File: src/rtl/core/dtq_pkg.sv
`default_nettype none
package dtq_pkg;

  localparam int QUEUE_DEPTH = 16;
  localparam int OCC_W = $clog2(QUEUE_DEPTH + 1);

  localparam logic KIND_REQ  = 1'b0;
  localparam logic KIND_TICK = 1'b1;

  typedef struct packed {
    logic [15:0] cd;
    logic [7:0]  sender;
    logic [7:0]  tag;
    logic [15:0] handle;
  } entry_t;

  typedef struct packed {
    logic load;
    logic dec;
    logic shift;
  } cell_ctl_t;

  typedef struct packed {
    logic             load;
    logic             dec;
    logic             shift;
    logic [OCC_W-1:0] load_idx;
  } chain_ctl_t;

  typedef enum logic {
    ST_IDLE,
    ST_REL
  } state_t;

endpackage
`default_nettype wire

File: src/rtl/core/delay_timer_queue.sv
// Delay-request timer queue.
// Input channel (in_valid/in_ready) carries one word per item: in_kind 0
// appends a delay request (in_delay_ticks, in_sender, in_tag, in_handle),
// in_kind 1 is one timer tick. Result channel (out_valid/out_ready) returns
// words with out_last marking the final word of an item.
// A request returns one word, out_status 1 when the
// queue was full and the request was dropped.
// A tick first decrements every countdown, then releases the expired
// entries at the head one word each (1 to QUEUE_DEPTH words), since each
// release shifts the cell chain by one place toward the head. A tick that
// releases nothing returns one word with out_released 0.
// One item is in work at a time; a new item is taken once the previous one
// has handed its last word to the output register.
// The output register holds a word until out_ready; a stalled receiver
// stalls release and input acceptance, nothing is lost.
// Reset empties the queue and clears the tick counter; no clearing pass.
`default_nettype none
module delay_timer_queue
  import dtq_pkg::*;
(
  input  wire         clk,
  input  wire         rst_n,
  input  wire         in_valid,
  output logic        in_ready,
  input  wire         in_kind,
  input  wire  [15:0] in_delay_ticks,
  input  wire  [7:0]  in_sender,
  input  wire  [7:0]  in_tag,
  input  wire  [15:0] in_handle,
  output logic        out_valid,
  input  wire         out_ready,
  output logic        out_released,
  output logic [7:0]  out_sender,
  output logic [7:0]  out_tag,
  output logic [15:0] out_handle,
  output logic        out_status,
  output logic [31:0] out_ticks_elapsed,
  output logic        out_last
);

  state_t            state_r, state_nxt;
  logic [OCC_W-1:0]  occ_r, occ_nxt;
  logic [31:0]       tick_r, tick_nxt;
  logic              out_valid_r, out_valid_nxt;

  logic              rel_r, status_r, last_r;
  logic [7:0]        sender_r, tag_r;
  logic [15:0]       handle_r;
  logic [31:0]       ticks_r;

  chain_ctl_t        cctl;
  entry_t            load_data, head, second;

  logic out_free, accept, is_req, full, head_rel, next_rel, rel_fire, out_load;
  logic load_rel, load_status, load_last;
  entry_t load_ent;

  assign out_free = !out_valid_r || out_ready;
  assign accept   = in_valid && in_ready;
  assign is_req   = (in_kind == KIND_REQ);
  assign full     = (occ_r == OCC_W'(QUEUE_DEPTH));
  assign head_rel = (occ_r != '0) && (head.cd == 16'd0);
  assign next_rel = (occ_r > OCC_W'(1)) && (second.cd == 16'd0);
  assign rel_fire = (state_r == ST_REL) && out_free;

  always_comb begin
    load_data.cd     = in_delay_ticks;
    load_data.sender = in_sender;
    load_data.tag    = in_tag;
    load_data.handle = in_handle;
  end

  dtq_chain u_chain (
    .clk       (clk),
    .ctl       (cctl),
    .load_data (load_data),
    .head      (head),
    .second    (second)
  );

  always_comb begin
    state_nxt = state_r;
    unique case (state_r)
      ST_IDLE: begin
        if (accept && in_kind == KIND_TICK) begin
          state_nxt = ST_REL;
        end
      end
      ST_REL: begin
        if (rel_fire && !(head_rel && next_rel)) begin
          state_nxt = ST_IDLE;
        end
      end
      default: state_nxt = ST_IDLE;
    endcase
  end

  always_comb begin
    in_ready      = (state_r == ST_IDLE) && out_free;
    cctl.load     = accept && is_req && !full;
    cctl.dec      = accept && !is_req;
    cctl.shift    = rel_fire && head_rel;
    cctl.load_idx = occ_r;
    out_load      = (accept && is_req) || rel_fire;
    load_ent      = '0;
    load_rel      = 1'b0;
    load_status   = 1'b0;
    load_last     = 1'b1;
    if (state_r == ST_REL) begin
      load_rel  = head_rel;
      load_last = !(head_rel && next_rel);
      if (head_rel) begin
        load_ent = head;
      end
    end else begin
      load_status = full;
    end
  end

  always_comb begin
    occ_nxt = occ_r;
    if (cctl.load) begin
      occ_nxt = occ_r + OCC_W'(1);
    end else if (cctl.shift) begin
      occ_nxt = occ_r - OCC_W'(1);
    end
    tick_nxt = cctl.dec ? tick_r + 32'd1 : tick_r;
    out_valid_nxt = out_valid_r;
    if (out_load) begin
      out_valid_nxt = 1'b1;
    end else if (out_ready) begin
      out_valid_nxt = 1'b0;
    end
  end

  always_ff @(posedge clk) begin
    if (!rst_n) begin
      state_r     <= ST_IDLE;
      occ_r       <= '0;
      tick_r      <= '0;
      out_valid_r <= 1'b0;
    end else begin
      state_r     <= state_nxt;
      occ_r       <= occ_nxt;
      tick_r      <= tick_nxt;
      out_valid_r <= out_valid_nxt;
    end
  end

  always_ff @(posedge clk) begin
    if (out_load) begin
      rel_r    <= load_rel;
      sender_r <= load_ent.sender;
      tag_r    <= load_ent.tag;
      handle_r <= load_ent.handle;
      status_r <= load_status;
      ticks_r  <= tick_r;
      last_r   <= load_last;
    end
  end

  assign out_valid         = out_valid_r;
  assign out_released      = rel_r;
  assign out_sender        = sender_r;
  assign out_tag           = tag_r;
  assign out_handle        = handle_r;
  assign out_status        = status_r;
  assign out_ticks_elapsed = ticks_r;
  assign out_last          = last_r;

  a_occ_bound: assert property (@(posedge clk) disable iff (!rst_n)
    occ_r <= OCC_W'(QUEUE_DEPTH))
    else $error("occupancy beyond queue depth");

  a_rel_ok: assert property (@(posedge clk) disable iff (!rst_n)
    out_valid && out_released |-> !out_status)
    else $error("released word flagged as dropped");

  a_shift_occ: assert property (@(posedge clk) disable iff (!rst_n)
    cctl.shift |=> occ_r == $past(occ_r) - OCC_W'(1))
    else $error("release did not drop occupancy");

  a_tick_cnt: assert property (@(posedge clk) disable iff (!rst_n)
    accept && in_kind == KIND_TICK |=> tick_r == $past(tick_r) + 32'd1 && state_r == ST_REL)
    else $error("tick not counted");

  a_ready_idle: assert property (@(posedge clk) disable iff (!rst_n)
    in_ready |-> state_r == ST_IDLE && !cctl.shift)
    else $error("input taken during release");

endmodule
`default_nettype wire

File: src/rtl/core/dtq_cell.sv
`default_nettype none
module dtq_cell
  import dtq_pkg::*;
(
  input  wire        clk,
  input  cell_ctl_t  ctl,
  input  entry_t     load_data,
  input  entry_t     nbr,
  output entry_t     ent
);

  entry_t entry_r;
  entry_t entry_nxt;

  always_comb begin
    entry_nxt = entry_r;
    if (ctl.shift) begin
      entry_nxt = nbr;
    end else if (ctl.load) begin
      entry_nxt = load_data;
    end else if (ctl.dec && entry_r.cd != 16'd0) begin
      entry_nxt.cd = entry_r.cd - 16'd1;
    end
  end

  always_ff @(posedge clk) begin
    entry_r <= entry_nxt;
  end

  assign ent = entry_r;

endmodule
`default_nettype wire

File: src/rtl/core/dtq_chain.sv
`default_nettype none
module dtq_chain
  import dtq_pkg::*;
(
  input  wire        clk,
  input  chain_ctl_t ctl,
  input  entry_t     load_data,
  output entry_t     head,
  output entry_t     second
);

  entry_t ents [QUEUE_DEPTH+1];

  assign ents[QUEUE_DEPTH] = '0;

  genvar gi;
  generate
    for (gi = 0; gi < QUEUE_DEPTH; gi++) begin : g_cell
      cell_ctl_t cctl;

      always_comb begin
        cctl.load  = ctl.load && (ctl.load_idx == OCC_W'(gi));
        cctl.dec   = ctl.dec;
        cctl.shift = ctl.shift;
      end

      dtq_cell u_cell (
        .clk       (clk),
        .ctl       (cctl),
        .load_data (load_data),
        .nbr       (ents[gi+1]),
        .ent       (ents[gi])
      );
    end
  endgenerate

  assign head   = ents[0];
  assign second = ents[1];

endmodule
`default_nettype wire

File: config.mk
export PLATFORM = sky130hd
export DESIGN_NAME = delay_timer_queue
export DESIGN_NICKNAME = d
export VERILOG_FILES = /design/src/rtl/core/dtq_pkg.sv /design/src/rtl/core/delay_timer_queue.sv /design/src/rtl/core/dtq_cell.sv /design/src/rtl/core/dtq_chain.sv
export SDC_FILE = /design/constraint.sdc
export NUM_CORES = 2
export LEC_CHECK = 0
export ABC_AREA = 1
export BUFFER_PORTS_ARGS = -buffer_cell sky130_fd_sc_hd__clkbuf_2
export CAP_MARGIN = 20
export CELL_PAD_IN_SITES_DETAIL_PLACEMENT = 1
export CELL_PAD_IN_SITES_GLOBAL_PLACEMENT = 2
export CORE_MARGIN = 2
export CORE_UTILIZATION = 39
export DETAILED_ROUTE_END_ITERATION = 12
export GPL_TIMING_DRIVEN = 1
export PLACE_DENSITY = 0.76
export RECOVER_POWER = 100
export SLEW_MARGIN = 25
export SYNTH_ARGS = -nofsm -noshare
export SYNTH_HDL_FRONTEND = slang
export SYNTH_SLANG_ARGS = --single-unit
export TNS_END_PERCENT = 10
File: constraint.sdc
create_clock -name clk -period 4.6 [get_ports clk]
set_input_delay 0.23 -clock clk [delete_from_list [all_inputs] [get_ports clk]]
set_output_delay 0.23 -clock clk [all_outputs]
set_load 0.05 [all_outputs]
==> out/metrics.cfg <==
[grt]
grt_util_all_layers=0.2311
grt-busiest-layer=met2
gr-usage-met1=0.3475
globalRouteMet2Util=0.3524
grt_remaining_overflow=0
via_count_of_the_first_global_routing_pass=34350
grt_pass1_wl_mm=206.9
antenna_found_initial=1
grt_max_degree=101
global_route.usage.met3=0.02864

[sta]
report.final.setup_viol=0
max_slew.worst_pin.slew_ps=1500
timing.final.crit_period_ps=3969
layout_worst_path_cycle_share=0.8628
finalHoldViolations=0
max_clock_freq_mhz=251.9
setup_tns_ps=0
slew_headroom=-0.003374
hold_slack_ps=26.88
grt_setup_unrepaired=false
slew_violations=59
postLayoutSetupSlackWorst_ps=630.9
fin_worst_skew_ps=41.17

[placed_design]
gp_congestion=0.8179
worst_case_setup_slack_after_placement_ps=1091
portBuffers=121
dp_hpwl_mm=91.13
detailed_place.area_um2=45520

[worst_setup_path]
reg2reg_from=state_r
crit_top_cell=nand2_1
timing.critical_path.from=state_r
startpoint_type=register
crit_path_end_kind=register
critical_path.max_stage_delay_ps=870
required_ps=5170
worstPathMaxFanout=68
reg2reg_depth=8
cp_cell_sequence=nand2_1 -> inv_1 -> nand4_1 -> clkbuf_2 -> inv_2 -> buf_12 -> nand2_1 -> nand2_1
worstSetupPathType=register to register
slowest_stage=clkbuf_2
arrival_ps=4540

[floorplan]
number_of_placement_rows=122
dieArea_um2=114500
dieWidth_um=338.4
floorplan.initialDensity=0.3935
floorplan.io_pins=122
fp.dieH_um=338.4
core_um2=110800

[synth]
synth_area_per_cell_um2=8.657
postSynth.asyncResetShare=0
ys_ff_latch=874
synthesis.area_um2=43600
ys_warn_count=0
synth_edf_count=787
synth_flop_cell=edfxtp_1
synth_nets=5115
ys_seq_area_frac=0.5819
synth_cells=5037
number_of_distinct_library_cells_after_synthesis=37

[min_path]
timing.hold.worst.start=rst_n
hold_path_class=primary input to register
min_delay_path_depth=3

[route]
dr.first_iter.drc_count=2644
antenna_violating_nets_post_route=0
firstDrtPassIters=5
num_vias=34180
detail_route.drc_violations=0
routed_wl_mm=133.7
detail_route.wl_per_cell_um=19.93
viasPerCell=5.095

[clocking]
clk_root_buffer_cell=clkbuf_16
clock_sink_count=874
h-tree-depth=3
tritoncts_clock_tree=done
clk_path_buf_depth=3
clk_latency_ps=710
cts_setup_buffers=0
cts-buffers-inserted=101
clock_pin_slew_of_the_registers_on_the_worst_case_setup_and_hold_paths_ps=60

[power]
power-per-cell-area_nw_per_um2=387.8
ir_worst_vdd_v=0.0002931
power.share.sequential=0.486
power.static_leakage_nw=19.15
p_sw_frac=0.2542
power_report.internal_total_mw=14.17
p_comb_frac=0.087
switchingPower_mw=4.830
power.clock.fraction=0.427
total_power_mw=19.00

[outcome]
failed_checks=capacitance limit, slew limit
status=finished, violations left

[flow_run]
max_cap_violations=1

[cells_and_area]
final_layout_size_suffix_gt1_frac=0.05865
final_nets=5215
layout.cell_area.non_filler_um2=49000
syn_to_final_growth_pct=12.38

==> final timing paths <==
check | to | slack [ps]
max | u_chain.g_cell[10].u_cell.ent[40] | 630
min | tick_r[16] | 30
max reg2reg | u_chain.g_cell[10].u_cell.ent[40] | 630
min reg2reg | u_chain.g_cell[15].u_cell.ent[27] | 470
==> final cells by class <==
class | count | area (µm²)
Fill cell | 13040 | 61820
Sequential cell | 874 | 25370
Multi-Input combinational cell | 3612 | 15830
Clock buffer | 136 | 2769
Tap cell | 1488 | 1862
Timing Repair Buffer | 222 | 1355
Inverter | 326 | 1232
Clock inverter | 47 | 566.8
Antenna cell | 3 | 7.507
==> through the flow <==
step	instances	utilization
2_1_floorplan	5037	-
3_3_place_gp	6486	0.4108
3_5_place_dp	6486	0.4108
4_1_cts	6703	0.4439
5_1_grt	6706	0.4421
6_report	6708	0.4422
==> critical path, delay by kind of cell (launching register included) <==
kind                   cells  cell delay, ps
buffers and inverters      4            1850
flip-flops                 1             550
AND/OR/NAND/NOR            4            1340
==> power by group through the flow <==
stage                     clock network (mW)  logic (mW)  registers (mW)
final                                   8.12        1.65            9.23
after global routing                    8.61        1.86            9.27
after CTS                               8.31        1.69            9.23
after detailed placement                   0        1.65            9.39
after global placement                     0        1.62            9.39
after floorplan                            0       0.992            9.46
==> cells by family (layout without fill, tap and decap cells) <==
kind of cell               count (synthesis)  in the layout  synth area share
AOI/OAI and AO/OA                        414            414           0.05506
adders and majority gates                 25             25          0.007174
xor gates and xnor gates                  64             64           0.01286
DFF                                      874            874            0.5819
buffers and inverters                    551            731           0.05478
other                                      0              3                 0
and+or+nand+nor                         3109           3109            0.2882
==> placed cells by master, fill, tap and decap left out, drive strengths merged, types with 28 or more instances in the layout <==
cell and instances:
o21ai 215, clkbuf 287, inv 324, nand3b 28, nand2 2121, buf 37, dfxtp 87, xor2 57
edfxtp 787, clkinv 36, dlygate4sd3 34, a21oi 67, nand3 375, nand4 36, nor2 498, o211ai 126
==> sequential cells by signal, summed over array words and instances, names as in the netlist, 5 cells and up <==
| register | cells |
|---|---|
| u_chain.g_cell.u_cell.ent | 768 |
| out_handle | 16 |
| out_sender | 8 |
| tick_r | 32 |
| out_tag | 8 |
| out_ticks_elapsed | 32 |
| occ_r | 5 |
==> metal layers <==
| layer | part of all wire | vias to the layer above |
|---|---|---|
| met5 | 0 | - |
| met4 | 0.021 | 0 |
| met3 | 0.045 | 153 |
| met2 | 0.43 | 650 |
| met1 | 0.51 | 16570 |
| li1 | - | 16810 |
==> cell usage after synthesis (all sizes together), types with 2 or more instances <==
master | number | area, µm²
inv | 323 | 1212
edfxtp | 787 | 23630
xor2 | 57 | 499.2
o21ai | 215 | 1076
a21oi | 67 | 335.3
nand3b | 28 | 210.2
nand2 | 2121 | 7984
nor2 | 498 | 1927
o21a | 2 | 15.01
ha | 25 | 312.8
nor3b | 6 | 45.04
nor3 | 19 | 115.1
nand3 | 375 | 1877
clkinv | 3 | 11.26
o211ai | 126 | 945.9
buf | 158 | 913.4
clkbuf | 67 | 251.5
or2 | 26 | 162.7
nand4 | 36 | 246.5
xnor2 | 7 | 61.31
dfxtp | 87 | 1742
==> what timing repair did <==
item,CTS,global route
hold buffers,34,0
endpoints found under the hold margin,34,0
setup endpoints to repair,0,0
resized for setup,0,0
(Power assumes the default switching activity.)
